## config.mk

```make
export PLATFORM = sky130hd
export DESIGN_NAME = grid_cells_for_rectangle_unit_flat
export DESIGN_NICKNAME = d
export VERILOG_FILES = /design/src/hdl/gcr_pkg.sv /design/src/hdl/gcr_if.sv /design/src/hdl/gcr_div.sv /design/src/hdl/gcr_front.sv /design/src/hdl/gcr_queue.sv /design/src/hdl/gcr_back.sv /design/src/hdl/grid_cells_for_rectangle_unit.sv /design/src/flat_wrapper.sv
export SDC_FILE = /design/constraint.sdc
export NUM_CORES = 2
export LEC_CHECK = 0
export BUFFER_PORTS_ARGS = -buffer_cell sky130_fd_sc_hd__clkbuf_2
export CORE_MARGIN = 4
export CORE_UTILIZATION = 65
export DETAILED_ROUTE_END_ITERATION = 16
export GPL_ROUTABILITY_DRIVEN = 1
export PLACE_DENSITY = 0.9
export SETUP_SLACK_MARGIN = 0.05
export SLEW_MARGIN = 25
export SYNTH_ARGS = -nofsm -noshare
export SYNTH_HDL_FRONTEND = slang
export SYNTH_SLANG_ARGS = --single-unit
```

## constraint.sdc

```tcl
create_clock -name clk -period 10.6 [get_ports clk]
set_input_delay 0.53 -clock clk [delete_from_list [all_inputs] [get_ports clk]]
set_output_delay 0.53 -clock clk [all_outputs]
set_load 0.005 [all_outputs]
```

## src/hdl/gcr_pkg.sv

```systemverilog
`timescale 1ns / 1ps
// Shared widths, register codes and records for the grid cell enumeration block.
package gcr_pkg;

  localparam int COORD_W    = 16;  // rectangle edge, signed
  localparam int SIZE_W     = 15;  // rectangle extent, unsigned
  localparam int CELL_W     = 13;  // cell width / height
  localparam int COLS_W     = 11;  // grid columns
  localparam int LEVEL_W    = 15;  // level bounds
  localparam int INDEX_W    = 20;  // cell index
  localparam int NUM_W      = 17;  // edge plus extent, signed
  localparam int QUOT_W     = 18;  // signed cell coordinate
  localparam int PIX_W      = 32;  // signed corner position in pixels
  localparam int SPAN_W     = 3;   // cell offset within a clipped span
  localparam int DIV_STEPS  = 17;  // one quotient bit per step
  localparam int DIV_CNT_W  = 5;
  localparam int CFG_IDX_W  = 3;
  localparam int CFG_DATA_W = 15;

  typedef enum logic [CFG_IDX_W-1:0] {
    REG_CELL_WIDTH   = 3'd0,
    REG_CELL_HEIGHT  = 3'd1,
    REG_COLUMNS      = 3'd2,
    REG_LEVEL_WIDTH  = 3'd3,
    REG_LEVEL_HEIGHT = 3'd4
  } cfg_reg_t;

  // Grid settings as seen by the datapath; cell sizes already forced nonzero.
  typedef struct packed {
    logic [CELL_W-1:0]  cell_w;
    logic [CELL_W-1:0]  cell_h;
    logic [COLS_W-1:0]  cols;
    logic [LEVEL_W-1:0] level_w;
    logic [LEVEL_W-1:0] level_h;
  } gcr_cfg_t;

  // One classified rectangle, ready for the cell walk.
  typedef struct packed {
    logic signed [PIX_W-1:0] px0;       // left corner of first column
    logic signed [PIX_W-1:0] py0;       // top corner of first row
    logic [INDEX_W-1:0]      base_idx;  // index of first cell, wrapped
    logic [SPAN_W-1:0]       nx;        // last column offset
    logic [SPAN_W-1:0]       ny;        // last row offset
    logic                    clipped;
  } gcr_job_t;

endpackage

```

## src/hdl/gcr_if.sv

```systemverilog
`timescale 1ns / 1ps
// Valid/ready channels for rectangles in and cell indexes out.
interface gcr_rect_if import gcr_pkg::*; ();
  logic                      valid;
  logic                      ready;
  logic signed [COORD_W-1:0] rect_x;
  logic signed [COORD_W-1:0] rect_y;
  logic [SIZE_W-1:0]         rect_w;
  logic [SIZE_W-1:0]         rect_h;

  modport source (output valid, rect_x, rect_y, rect_w, rect_h, input ready);
  modport sink   (input valid, rect_x, rect_y, rect_w, rect_h, output ready);
endinterface

interface gcr_cell_if import gcr_pkg::*; ();
  logic               valid;
  logic               ready;
  logic [INDEX_W-1:0] cell_index;
  logic               last_cell;
  logic               span_clipped;

  modport source (output valid, cell_index, last_cell, span_clipped, input ready);
  modport sink   (input valid, cell_index, last_cell, span_clipped, output ready);
endinterface

```

## src/hdl/gcr_div.sv

```systemverilog
`timescale 1ns / 1ps
// Restoring divider: signed numerator by positive cell size, truncating toward zero.
module gcr_div import gcr_pkg::*; (
  input  logic                     clk,
  input  logic                     rst_n,
  input  logic                     start,
  input  logic signed [NUM_W-1:0]  num,
  input  logic [CELL_W-1:0]        den,
  output logic                     done,
  output logic signed [QUOT_W-1:0] quot
);

  logic                 busy_r, done_r, neg_r;
  logic [DIV_CNT_W-1:0] cnt_r;
  logic [CELL_W-1:0]    den_r, rem_r;
  logic [NUM_W-1:0]     acc_r;
  logic [NUM_W-1:0]     mag;
  logic [CELL_W:0]      trial;
  logic                 ge;

  assign mag   = num[NUM_W-1] ? NUM_W'(-num) : NUM_W'(num);
  assign trial = {rem_r, acc_r[NUM_W-1]};
  assign ge    = (trial >= {1'b0, den_r});

  always_ff @(posedge clk) begin
    if (!rst_n) begin
      busy_r <= 1'b0;
      done_r <= 1'b0;
    end else begin
      done_r <= 1'b0;
      if (start) begin
        busy_r <= 1'b1;
        cnt_r  <= DIV_CNT_W'(DIV_STEPS - 1);
        den_r  <= den;
        rem_r  <= '0;
        acc_r  <= mag;
        neg_r  <= num[NUM_W-1];
      end else if (busy_r) begin
        // shift in one numerator bit, keep one quotient bit
        rem_r <= ge ? CELL_W'(trial - {1'b0, den_r}) : trial[CELL_W-1:0];
        acc_r <= {acc_r[NUM_W-2:0], ge};
        cnt_r <= cnt_r - 1'b1;
        if (cnt_r == '0) begin
          busy_r <= 1'b0;
          done_r <= 1'b1;
        end
      end
    end
  end

  assign done = done_r;
  assign quot = neg_r ? -$signed({1'b0, acc_r}) : $signed({1'b0, acc_r});

endmodule

```

## src/hdl/gcr_front.sv

```systemverilog
`timescale 1ns / 1ps
// Front end: takes a rectangle, divides its edges into cells, clips the span.
module gcr_front import gcr_pkg::*; #(
  parameter int MAX_SPAN = 8
) (
  input  logic            clk,
  input  logic            rst_n,
  input  gcr_cfg_t        cfg,
  gcr_rect_if.sink        in_rect,
  output logic            push,
  output gcr_job_t        push_job,
  input  logic            full
);

  typedef enum logic [1:0] {F_IDLE, F_DIV, F_MUL, F_PUSH} front_state_t;

  front_state_t state_r;
  gcr_job_t     job_r;
  logic         accept;
  logic [3:0]   div_done;
  logic signed [NUM_W-1:0]  n_x0, n_x1, n_y0, n_y1;
  logic signed [QUOT_W-1:0] q_x0, q_x1, q_y0, q_y1;
  logic [QUOT_W:0]          span_x, span_y;
  logic                     clip_x, clip_y;
  logic signed [PIX_W-1:0]  px0, py0;
  logic [INDEX_W-1:0]       row_prod;

  assign in_rect.ready = (state_r == F_IDLE);
  assign accept        = in_rect.valid && in_rect.ready;

  assign n_x0 = NUM_W'(in_rect.rect_x);
  assign n_y0 = NUM_W'(in_rect.rect_y);
  assign n_x1 = n_x0 + $signed({2'b0, in_rect.rect_w});
  assign n_y1 = n_y0 + $signed({2'b0, in_rect.rect_h});

  gcr_div u_div_x0 (.clk, .rst_n, .start(accept), .num(n_x0), .den(cfg.cell_w),
                    .done(div_done[0]), .quot(q_x0));
  gcr_div u_div_x1 (.clk, .rst_n, .start(accept), .num(n_x1), .den(cfg.cell_w),
                    .done(div_done[1]), .quot(q_x1));
  gcr_div u_div_y0 (.clk, .rst_n, .start(accept), .num(n_y0), .den(cfg.cell_h),
                    .done(div_done[2]), .quot(q_y0));
  gcr_div u_div_y1 (.clk, .rst_n, .start(accept), .num(n_y1), .den(cfg.cell_h),
                    .done(div_done[3]), .quot(q_y1));

  // span minus one per axis; never negative since truncation is monotonic
  assign span_x = {q_x1[QUOT_W-1], q_x1} - {q_x0[QUOT_W-1], q_x0};
  assign span_y = {q_y1[QUOT_W-1], q_y1} - {q_y0[QUOT_W-1], q_y0};
  assign clip_x = (span_x >= (QUOT_W+1)'(MAX_SPAN));
  assign clip_y = (span_y >= (QUOT_W+1)'(MAX_SPAN));

  assign px0 = $signed({{(PIX_W-QUOT_W){q_x0[QUOT_W-1]}}, q_x0})
             * $signed({{(PIX_W-CELL_W){1'b0}}, cfg.cell_w});
  assign py0 = $signed({{(PIX_W-QUOT_W){q_y0[QUOT_W-1]}}, q_y0})
             * $signed({{(PIX_W-CELL_W){1'b0}}, cfg.cell_h});
  // index arithmetic wraps at the index width, so low bits suffice
  assign row_prod = {{(INDEX_W-QUOT_W){q_y0[QUOT_W-1]}}, q_y0}
                  * {{(INDEX_W-COLS_W){1'b0}}, cfg.cols};

  always_ff @(posedge clk) begin
    if (!rst_n) begin
      state_r <= F_IDLE;
    end else begin
      case (state_r)
        F_IDLE: begin
          if (accept) state_r <= F_DIV;
        end
        F_DIV: begin
          if (div_done[0]) state_r <= F_MUL;
        end
        F_MUL: begin
          job_r.px0      <= px0;
          job_r.py0      <= py0;
          job_r.base_idx <= row_prod + {{(INDEX_W-QUOT_W){q_x0[QUOT_W-1]}}, q_x0};
          job_r.nx       <= clip_x ? SPAN_W'(MAX_SPAN - 1) : span_x[SPAN_W-1:0];
          job_r.ny       <= clip_y ? SPAN_W'(MAX_SPAN - 1) : span_y[SPAN_W-1:0];
          job_r.clipped  <= clip_x || clip_y;
          state_r        <= F_PUSH;
        end
        F_PUSH: begin
          if (!full) state_r <= F_IDLE;
        end
        default: state_r <= F_IDLE;
      endcase
    end
  end

  assign push     = (state_r == F_PUSH) && !full;
  assign push_job = job_r;

  a_div_in_step: assert property (@(posedge clk) disable iff (!rst_n)
    (div_done != 4'b0) |-> (div_done == 4'b1111))
    else $error("dividers finished out of step");

  a_div_done_state: assert property (@(posedge clk) disable iff (!rst_n)
    div_done[0] |-> (state_r == F_DIV))
    else $error("division finished outside the divide state");

endmodule

```

## src/hdl/gcr_queue.sv

```systemverilog
`timescale 1ns / 1ps
// Short queue of classified rectangles between front end and cell walker.
module gcr_queue import gcr_pkg::*; #(
  parameter int DEPTH = 2
) (
  input  logic     clk,
  input  logic     rst_n,
  input  logic     push,
  input  gcr_job_t push_job,
  output logic     full,
  input  logic     pop,
  output gcr_job_t pop_job,
  output logic     empty
);

  localparam int PTR_W = (DEPTH > 1) ? $clog2(DEPTH) : 1;
  localparam int CNT_W = $clog2(DEPTH + 1);

  gcr_job_t         mem [DEPTH];
  logic [PTR_W-1:0] wr_ptr_r, rd_ptr_r;
  logic [CNT_W-1:0] count_r;

  assign full    = (count_r == CNT_W'(DEPTH));
  assign empty   = (count_r == '0);
  assign pop_job = mem[rd_ptr_r];

  always_ff @(posedge clk) begin
    if (push) mem[wr_ptr_r] <= push_job;
  end

  always_ff @(posedge clk) begin
    if (!rst_n) begin
      wr_ptr_r <= '0;
      rd_ptr_r <= '0;
      count_r  <= '0;
    end else begin
      if (push) begin
        wr_ptr_r <= (wr_ptr_r == PTR_W'(DEPTH - 1)) ? '0 : wr_ptr_r + 1'b1;
      end
      if (pop) begin
        rd_ptr_r <= (rd_ptr_r == PTR_W'(DEPTH - 1)) ? '0 : rd_ptr_r + 1'b1;
      end
      case ({push, pop})
        2'b10:   count_r <= count_r + 1'b1;
        2'b01:   count_r <= count_r - 1'b1;
        default: count_r <= count_r;
      endcase
    end
  end

  a_no_overflow: assert property (@(posedge clk) disable iff (!rst_n)
    !(push && full) && !(pop && empty))
    else $error("queue pushed while full or popped while empty");

endmodule

```

## src/hdl/gcr_back.sv

```systemverilog
`timescale 1ns / 1ps
// Cell walker: steps over the clipped span, drops cells outside the level, emits indexes.
module gcr_back import gcr_pkg::*; (
  input  logic      clk,
  input  logic      rst_n,
  input  gcr_cfg_t  cfg,
  input  logic      empty,
  input  gcr_job_t  pop_job,
  output logic      pop,
  gcr_cell_if.source out_cell
);

  typedef enum logic [1:0] {B_IDLE, B_SCAN, B_FLUSH} back_state_t;

  back_state_t             state_r;
  logic signed [PIX_W-1:0] px_r, py_r, px0_r;
  logic [INDEX_W-1:0]      idx_r, row_idx_r;
  logic [SPAN_W-1:0]       cx_r, cy_r, nx_r, ny_r;
  logic                    clip_r;
  logic                    hold_valid_r;
  logic [INDEX_W-1:0]      hold_idx_r;
  logic                    out_valid_r, out_last_r, out_clip_r;
  logic [INDEX_W-1:0]      out_idx_r;
  logic                    cell_ok, out_free, stall;
  logic [INDEX_W-1:0]      next_row_idx;

  assign pop = (state_r == B_IDLE) && !empty;

  assign cell_ok = !px_r[PIX_W-1] && !py_r[PIX_W-1]
                && (px_r <= $signed({{(PIX_W-LEVEL_W){1'b0}}, cfg.level_w}))
                && (py_r <= $signed({{(PIX_W-LEVEL_W){1'b0}}, cfg.level_h}));
  assign out_free     = !out_valid_r || out_cell.ready;
  // a second in-bounds cell needs the held one to leave first
  assign stall        = cell_ok && hold_valid_r && !out_free;
  assign next_row_idx = row_idx_r + {{(INDEX_W-COLS_W){1'b0}}, cfg.cols};

  always_ff @(posedge clk) begin
    if (!rst_n) begin
      state_r      <= B_IDLE;
      hold_valid_r <= 1'b0;
      out_valid_r  <= 1'b0;
    end else begin
      if (out_cell.ready) out_valid_r <= 1'b0;
      case (state_r)
        B_IDLE: begin
          if (!empty) begin
            px_r      <= pop_job.px0;
            px0_r     <= pop_job.px0;
            py_r      <= pop_job.py0;
            idx_r     <= pop_job.base_idx;
            row_idx_r <= pop_job.base_idx;
            nx_r      <= pop_job.nx;
            ny_r      <= pop_job.ny;
            clip_r    <= pop_job.clipped;
            cx_r      <= '0;
            cy_r      <= '0;
            state_r   <= B_SCAN;
          end
        end
        B_SCAN: begin
          if (!stall) begin
            if (cell_ok) begin
              hold_idx_r   <= idx_r;
              hold_valid_r <= 1'b1;
              if (hold_valid_r) begin
                out_valid_r <= 1'b1;
                out_idx_r   <= hold_idx_r;
                out_last_r  <= 1'b0;
                out_clip_r  <= clip_r;
              end
            end
            // advance row-major
            if (cx_r == nx_r) begin
              if (cy_r == ny_r) begin
                state_r <= B_FLUSH;
              end else begin
                cx_r      <= '0;
                cy_r      <= cy_r + 1'b1;
                px_r      <= px0_r;
                py_r      <= py_r + $signed({{(PIX_W-CELL_W){1'b0}}, cfg.cell_h});
                row_idx_r <= next_row_idx;
                idx_r     <= next_row_idx;
              end
            end else begin
              cx_r  <= cx_r + 1'b1;
              px_r  <= px_r + $signed({{(PIX_W-CELL_W){1'b0}}, cfg.cell_w});
              idx_r <= idx_r + 1'b1;
            end
          end
        end
        B_FLUSH: begin
          if (!hold_valid_r) begin
            state_r <= B_IDLE;
          end else if (out_free) begin
            out_valid_r  <= 1'b1;
            out_idx_r    <= hold_idx_r;
            out_last_r   <= 1'b1;
            out_clip_r   <= clip_r;
            hold_valid_r <= 1'b0;
            state_r      <= B_IDLE;
          end
        end
        default: state_r <= B_IDLE;
      endcase
    end
  end

  assign out_cell.valid        = out_valid_r;
  assign out_cell.cell_index   = out_idx_r;
  assign out_cell.last_cell    = out_last_r;
  assign out_cell.span_clipped = out_clip_r;

  a_idle_no_hold: assert property (@(posedge clk) disable iff (!rst_n)
    (state_r == B_IDLE) |-> !hold_valid_r)
    else $error("held cell left over from previous rectangle");

  a_scan_in_span: assert property (@(posedge clk) disable iff (!rst_n)
    (state_r == B_SCAN) |-> (cx_r <= nx_r) && (cy_r <= ny_r))
    else $error("cell walk ran past the clipped span");

endmodule

```

## src/hdl/grid_cells_for_rectangle_unit.sv

```systemverilog
`timescale 1ns / 1ps
// Top level: configuration registers, front end, job queue and cell walker.
//
//   channel   dir  handshake          payload
//   in_rect   in   valid/ready        rect_x, rect_y, rect_w, rect_h
//   out_cell  out  valid/ready        cell_index, last_cell, span_clipped
//   cfg_*     in   cfg_we             cfg_index, cfg_data
//
// Front end: accept, divide (17 steps of four bit-serial dividers in parallel,
// then the done flag), multiply, queue push; a new rectangle is taken only once
// the last is pushed, and the push stretches while the queue is full.
// Walker: load, one cell of the clipped span (up to 64) per cycle unless an
// output stall holds it, then flush; cells outside the level are still visited.
// Synchronous active-low reset; no clearing pass; grid registers get defaults.
// Output stalls hold the walker when a second in-bounds cell is ready or when
// the last cell waits in the flush state.
module grid_cells_for_rectangle_unit import gcr_pkg::*; #(
  parameter int MAX_SPAN    = 8,
  parameter int QUEUE_DEPTH = 2
) (
  input  logic                  clk,
  input  logic                  rst_n,
  gcr_rect_if.sink              in_rect,
  gcr_cell_if.source            out_cell,
  input  logic                  cfg_we,
  input  logic [CFG_IDX_W-1:0]  cfg_index,
  input  logic [CFG_DATA_W-1:0] cfg_data
);

  logic [CELL_W-1:0]  cell_w_r, cell_h_r;
  logic [COLS_W-1:0]  cols_r;
  logic [LEVEL_W-1:0] level_w_r, level_h_r;
  gcr_cfg_t           cfg;
  logic               push, pop, full, empty;
  gcr_job_t           push_job, pop_job;

  always_ff @(posedge clk) begin
    if (!rst_n) begin
      cell_w_r  <= CELL_W'(32);
      cell_h_r  <= CELL_W'(32);
      cols_r    <= COLS_W'(32);
      level_w_r <= LEVEL_W'(1023);
      level_h_r <= LEVEL_W'(1023);
    end else if (cfg_we) begin
      case (cfg_index)
        REG_CELL_WIDTH:   cell_w_r  <= cfg_data[CELL_W-1:0];
        REG_CELL_HEIGHT:  cell_h_r  <= cfg_data[CELL_W-1:0];
        REG_COLUMNS:      cols_r    <= cfg_data[COLS_W-1:0];
        REG_LEVEL_WIDTH:  level_w_r <= cfg_data[LEVEL_W-1:0];
        REG_LEVEL_HEIGHT: level_h_r <= cfg_data[LEVEL_W-1:0];
        default: ;
      endcase
    end
  end

  // a zero cell size behaves as one pixel
  assign cfg.cell_w  = (cell_w_r == '0) ? CELL_W'(1) : cell_w_r;
  assign cfg.cell_h  = (cell_h_r == '0) ? CELL_W'(1) : cell_h_r;
  assign cfg.cols    = cols_r;
  assign cfg.level_w = level_w_r;
  assign cfg.level_h = level_h_r;

  gcr_front #(.MAX_SPAN(MAX_SPAN)) u_front (
    .clk, .rst_n, .cfg, .in_rect, .push, .push_job, .full
  );

  gcr_queue #(.DEPTH(QUEUE_DEPTH)) u_queue (
    .clk, .rst_n, .push, .push_job, .full, .pop, .pop_job, .empty
  );

  gcr_back u_back (
    .clk, .rst_n, .cfg, .empty, .pop_job, .pop, .out_cell
  );

endmodule

```

## src/flat_wrapper.sv

```systemverilog
// flat-port wrapper written by rule: the top's interface ports become plain ports
module grid_cells_for_rectangle_unit_flat import gcr_pkg::*;
#(
  parameter int MAX_SPAN    = 8,
  parameter int QUEUE_DEPTH = 2
)
  (clk, rst_n, cfg_we, cfg_index, cfg_data, in_rect_valid, in_rect_rect_x, in_rect_rect_y, in_rect_rect_w, in_rect_rect_h, in_rect_ready, out_cell_valid, out_cell_cell_index, out_cell_last_cell, out_cell_span_clipped, out_cell_ready);
  gcr_rect_if in_rect_i ();
  gcr_cell_if out_cell_i ();
  input  logic clk;
  input  logic rst_n;
  input  logic cfg_we;
  input  logic [CFG_IDX_W-1:0] cfg_index;
  input  logic [CFG_DATA_W-1:0] cfg_data;
  input wire logic [$bits(in_rect_i.valid)-1:0] in_rect_valid;
  input wire logic [$bits(in_rect_i.rect_x)-1:0] in_rect_rect_x;
  input wire logic [$bits(in_rect_i.rect_y)-1:0] in_rect_rect_y;
  input wire logic [$bits(in_rect_i.rect_w)-1:0] in_rect_rect_w;
  input wire logic [$bits(in_rect_i.rect_h)-1:0] in_rect_rect_h;
  output wire logic [$bits(in_rect_i.ready)-1:0] in_rect_ready;
  output wire logic [$bits(out_cell_i.valid)-1:0] out_cell_valid;
  output wire logic [$bits(out_cell_i.cell_index)-1:0] out_cell_cell_index;
  output wire logic [$bits(out_cell_i.last_cell)-1:0] out_cell_last_cell;
  output wire logic [$bits(out_cell_i.span_clipped)-1:0] out_cell_span_clipped;
  input wire logic [$bits(out_cell_i.ready)-1:0] out_cell_ready;
  assign in_rect_i.valid = in_rect_valid;
  assign in_rect_i.rect_x = in_rect_rect_x;
  assign in_rect_i.rect_y = in_rect_rect_y;
  assign in_rect_i.rect_w = in_rect_rect_w;
  assign in_rect_i.rect_h = in_rect_rect_h;
  assign in_rect_ready = in_rect_i.ready;
  assign out_cell_valid = out_cell_i.valid;
  assign out_cell_cell_index = out_cell_i.cell_index;
  assign out_cell_last_cell = out_cell_i.last_cell;
  assign out_cell_span_clipped = out_cell_i.span_clipped;
  assign out_cell_i.ready = out_cell_ready;
  grid_cells_for_rectangle_unit #(.MAX_SPAN(MAX_SPAN), .QUEUE_DEPTH(QUEUE_DEPTH)) u_core (.clk(clk), .rst_n(rst_n), .in_rect(in_rect_i), .out_cell(out_cell_i), .cfg_we(cfg_we), .cfg_index(cfg_index), .cfg_data(cfg_data));
endmodule
```

======== Word-level counts from Yosys, hierarchy flattened ========
Memory sizes are Yosys's and may differ from the RTL's. A register that Yosys moved wholly into a read port is not among the register bits.
Index checks and enable logic that the tools add are counted.
storage, ports and cells
  register bits ........................... 534
  latch bits .............................. 0
  memory bits (writable) .................. 182
  memory bits (read-only) ................. 0
  input bits .............................. 85
  output and inout port bits .............. 24
  word-level logic and storage cells ...... 301
  memories kept ........................... 1
memory list
  memory              depth  width  rd ports  clocked after Yosys merged registers in  wr ports  RTL line         text
  u_core.u_queue.mem  2      91     1         1                                        1         gcr_queue.sv:19  gcr_job_t mem [DEPTH];
cells by class
  $add $sub $neg .......................... 31
  $mul .................................... 3
  divide/modulo/power cells ............... 0
  magnitude comparators ................... 8
  equality and inequality tests ........... 28
  shifts and indexed selects .............. 0
  multiplexer cells ....................... 118
  bitwise gates (word level) .............. 4
  reductions and logical operators ........ 53
operators with widths
  operator                                               number
  2-to-1 mux 32 bit                                      8
  2-to-1 mux 20 bit                                      11
  2-to-1 mux 17 bit                                      12
  2-to-1 mux 13 bit                                      10
  case mux 32 bit (2 select lines)                       2
  case mux 20 bit (2 select lines)                       3
  2-to-1 mux 18 bit                                      4
  negator 17 -> 18 bit                                   4
  adder 32 x 14 -> 32 bit                                2
  <= comparator 32 x 16 -> 1 bit                         2
  multiplier 18 x 14 -> 32 bit                           2
  >= comparator 14 x 13 -> 1 bit                         4
  subtractor 13 bit                                      4
  2-to-1 mux 1 bit                                       39
  >= comparator 19 x 4 -> 1 bit (second input constant)  2
  subtractor 18 x 18 -> 19 bit                           2
  adder 16 x 16 -> 17 bit                                2
  negator 16 -> 17 bit                                   2
  negator 17 bit                                         2
  logical NOT 13 bit                                     2
  AND reduction 2 bit                                    11
  2-to-1 mux 3 bit                                       7
  adder 20 x 1 -> 20 bit (second input constant)         1
  adder 20 x 11 -> 20 bit                                1
  37 further kinds                                       106

======== Depth between registers and ports, before layout ========
  word-level depth ........................ 8
  mapped depth ............................ 31
  depth with buffers taken out ............ 29

======== Modules after synthesis ========
From an unflattened synthesis, not the netlist that was laid out.
second synthesis, totals
  cell total of the unflattened synthesis .. 6321
  area, all modules ....................... 64001.4 um^2
by module, submodules not included
  module                         instances  cells an instance  area an instance (um^2)  seq. area each (um^2)
  gcr_front                      1          3186               29069.1                  2772.7
  gcr_div                        4          346                3454.6                   1511.4
  gcr_back                       1          1118               11747.5                  5815.6
  gcr_queue                      1          305                6756.5                   5565.3
  grid_cells_for_rectangle_unit  1          328                2610.0                   1341.3

======== Worst setup path before layout ========
OpenSTA, ideal clock, no wires.
  path kind ............................... reg2reg
  start point ............................. register u_core.u_front.u_div_y0.acc_r[0]
  end point ............................... register u_core.u_front.job_r (netlist bit u_core.u_front.push_job[57]) (data pin)
  library setup time ...................... 258 ps
  data arrival time ....................... 8118 ps
  data required time ...................... 10342 ps
  setup slack ............................. 2225 ps
  cell stages (with the launch flop) ...... 30
  buffers on the path ..................... 2
  period minus slack after synthesis ...... 8375 ps
  cells stage by stage .................... edfxtp_1 -> clkbuf_1 -> inv_1 -> ha_1 -> or4b_1 -> or4_4 -> or4_1 -> o31a_1 -> xnor2_4 -> clkbuf_1 -> nand2_1 -> fa_1 -> inv_1 -> fa_1 -> fa_1 -> fa_1 -> fa_1 -> inv_1 -> fa_1 -> inv_1 -> ha_1 -> and4_1 -> and2_1 -> a221oi_1 -> o21a_1 -> o21ai_0 -> o41ai_1 -> o21bai_1 -> a21oi_1 -> xnor2_1
between the ends
  cells in the longest elaborated chain, start to end .. 3
ends and longest elaborated chain
  item                              RTL line         text
  from (decl)                       gcr_div.sv:16    logic [NUM_W-1:0] acc_r;
  from (signal assigned)            gcr_div.sv:36    acc_r <= mag;
  from (signal assigned)            gcr_div.sv:41    acc_r <= {acc_r[NUM_W-2:0], ge};
  negator 17 -> 18 bit              gcr_div.sv:52    assign quot = neg_r ? -$signed({1'b0, acc_r}) : $signed({1'b0, acc_r});
  2-to-1 mux 18 bit (*)             gcr_div.sv:52
  multiplier 18 x 14 -> 32 bit (*)  gcr_front.sv:54  * $signed({{(PIX_W-CELL_W){1'b0}}, cfg.cell_h});
  named net u_core.u_front.py0[30]  gcr_front.sv:25  logic signed [PIX_W-1:0] px0, py0;
  to (decl)                         gcr_front.sv:18  gcr_job_t job_r;
Mark *: on every way through the listed nets, which the timed path passes. The rest lies on a longest branch.
A chain may end at the register's enable or synchronous reset.

======== Worst setup path after layout ========
  start point ............................. register u_core.u_front.u_div_y0.acc_r[0]
  end point ............................... register u_core.u_front.job_r (netlist bit u_core.u_front.push_job[58]) (data pin)
Same word-level chain as after synthesis.

==> reports/qor.yml <==
cp_max_fo: 17
wl_per_cell_um: 21.5
hold_viol: 0
root_buffer: "clkbuf_16"
r2r-start: "u_core.u_front.u_div_y0.acc_r[0]"
antenna_found_initial: 3
overflow: 0
yosysWarnings: 0
first_pass_iters: 12
core_area_um2: 93500
synthArstFlopShare_pct: 0
reg2reg_to: "u_core.u_front.push_job[58]"
antenna_left: 0
grt_pass1_wl_mm: 255
fin_worst_skew_ns: 0.0472
viasPerCell: 6.24
pin_count: 109
cpMostUsedCell: "fa_1"
end_kind: "flop"
relSlewSlack_pct: 27.8
crit_slowest_cell: "xnor2_4"
start_util_pct: 65.6
min_path_type: "input pin to flop"
n_fill_cell: 5855
avgSynthCellArea_um2: 10.0
fmax_ghz: 0.114
fin_tns_setup_ns: 0
layout.nets: 7207
power_density_nw_per_um2: 225
drt_iter0_drc: 4899
grt_pass1_vias: 48200
die_y_um: 315
criticalPathCategory: "flop to flop"
cts_buffer_depth: 3
maxCapViolCount: 0
cts_buffers: 78
syn_inst: 6102
synth_cell_types: 79
peakVddDrop_mv: 0.165
layout-drive-gt1-share_pct: 6.73
drcViolationCount: 0
status: "finished clean"
grt_setup_unrepaired: "false"
cts_setup_buffers: 0
cts_tree: "built"
clk_latency_ns: 0.68
grt.total_usage_pct: 32.5
syn-num-nets: 7188
hold_ws_ns: 0.182
grt_max_degree: 89
slew_viol_final: 0
hold_depth: 3
rows: 112
tightest_slew_ns: 1.08
reg2reg_depth: 29
period_minus_slack_ns: 8.81
ff2ff_setup_slack_ns: 1.79
fin_crit_sh_pct: 83.1
postCtsHoldBufs: 0
gp_congestion: 0.930
clkTransAtPathRegs_ns: 0.06
start_kind: "flop"
worstHoldStart: "cfg_data[13]"
setup_viol: 0
die_w_um: 315
portBuffers: 108
synth_seq_cells: 717
cts_resized: 0
dieArea_um2: 99300
holdPathEnd: "u_core.level_w_r[13]"
cts.sinks: 717
syn_area_um2: 61300
p_leak_uw: 0.0287
vias: 46400
dp_hpwl_mm: 112
area_delta_synth_final_pct: 7.96
htree_levels: 3
wirelength_mm: 160
critical_path.max_stage_delay_ns: 0.52
yosysSeqAreaShare_pct: 33.8
worstPathArrival_ns: 9.21
synth-edff-count: 634
post-route-util_pct: 70.8
antenna_cells: 0
synth-main-ff-cell: "edfxtp_1"
required_ns: 11.00
layout make-up:
cell class,instances,area [um^2],area share [%]
multi-input cells,4247,36600,55.3
flip-flops and latches,717,20700,31.3
inverters,887,3330,5.03
clock buffers,93,2040,3.08
well taps,1254,1570,2.37
repair buffers,190,1190,1.80
clock inverters,51,759,1.15
sequential cells by signal, indices dropped and copies added, names as in the netlist, 11 cells and up, named ones only:
register / flops
u_core.u_front.push_job: 91
u_core.u_back.row_idx_r: 20
u_core.u_back.px_r: 32
u_core.u_back.idx_r: 20
u_core.cell_h_r: 13
u_core.u_queue.mem: 182
u_core.u_front.u_div_x1.acc_r: 17
u_core.cols_r: 11
u_core.u_back.hold_idx_r: 20
u_core.u_back.py_r: 32
u_core.u_front.u_div_y0.acc_r: 17
u_core.u_front.u_div_y1.den_r: 13
u_core.u_front.u_div_x1.rem_r: 13
u_core.u_front.u_div_y0.rem_r: 13
u_core.u_front.u_div_y1.rem_r: 13
u_core.u_front.u_div_y1.acc_r: 17
u_core.level_h_r: 15
u_core.u_front.u_div_x0.den_r: 13
u_core.cell_w_r: 13
u_core.level_w_r: 15
u_core.u_front.u_div_x0.acc_r: 17
u_core.u_back.out_cell.cell_index: 20
u_core.u_back.px0_r: 32
u_core.u_front.u_div_x0.rem_r: 13
worst max path at each step:
stage,startpoint,to,slack [ns]
2_1_floorplan,u_core.u_front.u_div_y0.acc_r[0],u_core.u_front.push_job[57],2.22
3_3_place_gp,u_core.u_front.u_div_x0.acc_r[0],u_core.u_front.push_job[90],2.04
3_5_place_dp,u_core.u_front.u_div_x0.acc_r[0],u_core.u_front.push_job[90],1.87
4_1_cts,u_core.u_front.u_div_y0.acc_r[0],u_core.u_front.push_job[58],1.82
5_1_grt,u_core.u_front.u_div_y0.acc_r[0],u_core.u_front.push_job[58],1.34
6_report,u_core.u_front.u_div_y0.acc_r[0],u_core.u_front.push_job[58],1.79
placed cells by master (no fill, tap or decap), drive strengths merged, types with 50 or more instances in the layout:
master	n
inv	895
edfxtp	634
nand2	622
fa	587
ha	414
nor2	342
and2	338
xnor2	264
a21oi	258
o21ai	238
clkbuf	201
xor2	132
nor2b	121
dfxtp	83
buf	82
mux2i	80
nand3	77
nor3	76
a21o	65
a211oi	65
nand2b	50
metal layers:
metal	vias up	track usage (%)	part of all wire (%)
met5	-	0	0.0081
met4	2	17.1	5.8
met3	710	7.24	11
met2	3021	53.4	47
met1	22400	40.4	36
li1	20300	-	-
per-stage QoR:
| stage | instances | setup slack, ns | total power [uW] | area (um^2) |
|---|---|---|---|---|
| after detailed placement | 7293 | 1.87 | 11600 | 63300 |
| final | 7439 | 1.79 | 14900 | 66200 |
| after global routing | 7439 | 1.34 | 15800 | 66200 |
| after global placement | 7293 | 2.04 | 11100 | 63300 |
| after CTS | 7437 | 1.82 | 14700 | 66100 |
| after floorplan | 6102 | 2.22 | 9660 | 61300 |
cells by family (layout without fill, tap and decap cells):
family	after synthesis	after routing	synth area share, %
buffers and inverters	1138	1221	6.97
AND/OR/NAND/NOR	1816	1816	14.5
XOR/XNOR	396	396	5.70
multiplexers	120	120	2.04
flip-flops	717	717	33.8
AO/OA/AOI/OAI	914	914	9.42
adder cells (fa/ha/maj)	1001	1001	27.6
cells in the mapped netlist, types with 50 or more instances:
master	instances	area share [%]
edfxtp_1	634	31
and2_1	337	3.4
xnor2_1	262	3.7
clkbuf_1	228	1.4
a21o_1	65	0.80
inv_1	887	5.4
a21oi_1	258	2.1
ha_1	414	8.5
nand2b_1	50	0.51
a211oi_1	64	0.78
nand2_1	621	3.8
fa_1	587	19
nor3_1	76	0.62
o21ai_0	235	1.9
nor2b_1	121	1.2
xor2_1	132	1.9
mux2i_1	80	1.3
nor2_1	342	2.1
nand3_1	77	0.63
dfxtp_1	83	2.7
worst max-delay path: cells and delay by family, from the launching register on:
family / cells / cell delay (ns)
AND/OR/NAND/NOR: 6 / 1.87
buffers and inverters: 5 / 0.43
AO/OA/AOI/OAI: 8 / 1.84
flip-flops: 1 / 0.41
XOR/XNOR: 2 / 0.62
adder cells (fa/ha/maj): 8 / 3.34
report_power, final:
| group | internal [uW] | leakage [uW] | switching [uW] | total, uW |
|---|---|---|---|---|
| Combinational | 2900 | 0.0209 | 4660 | 7560 |
| Clock | 1770 | 0.00134 | 1220 | 2990 |
| Sequential | 3960 | 0.00647 | 399 | 4360 |
No activity file was read; power rests on OpenSTA's default activity.
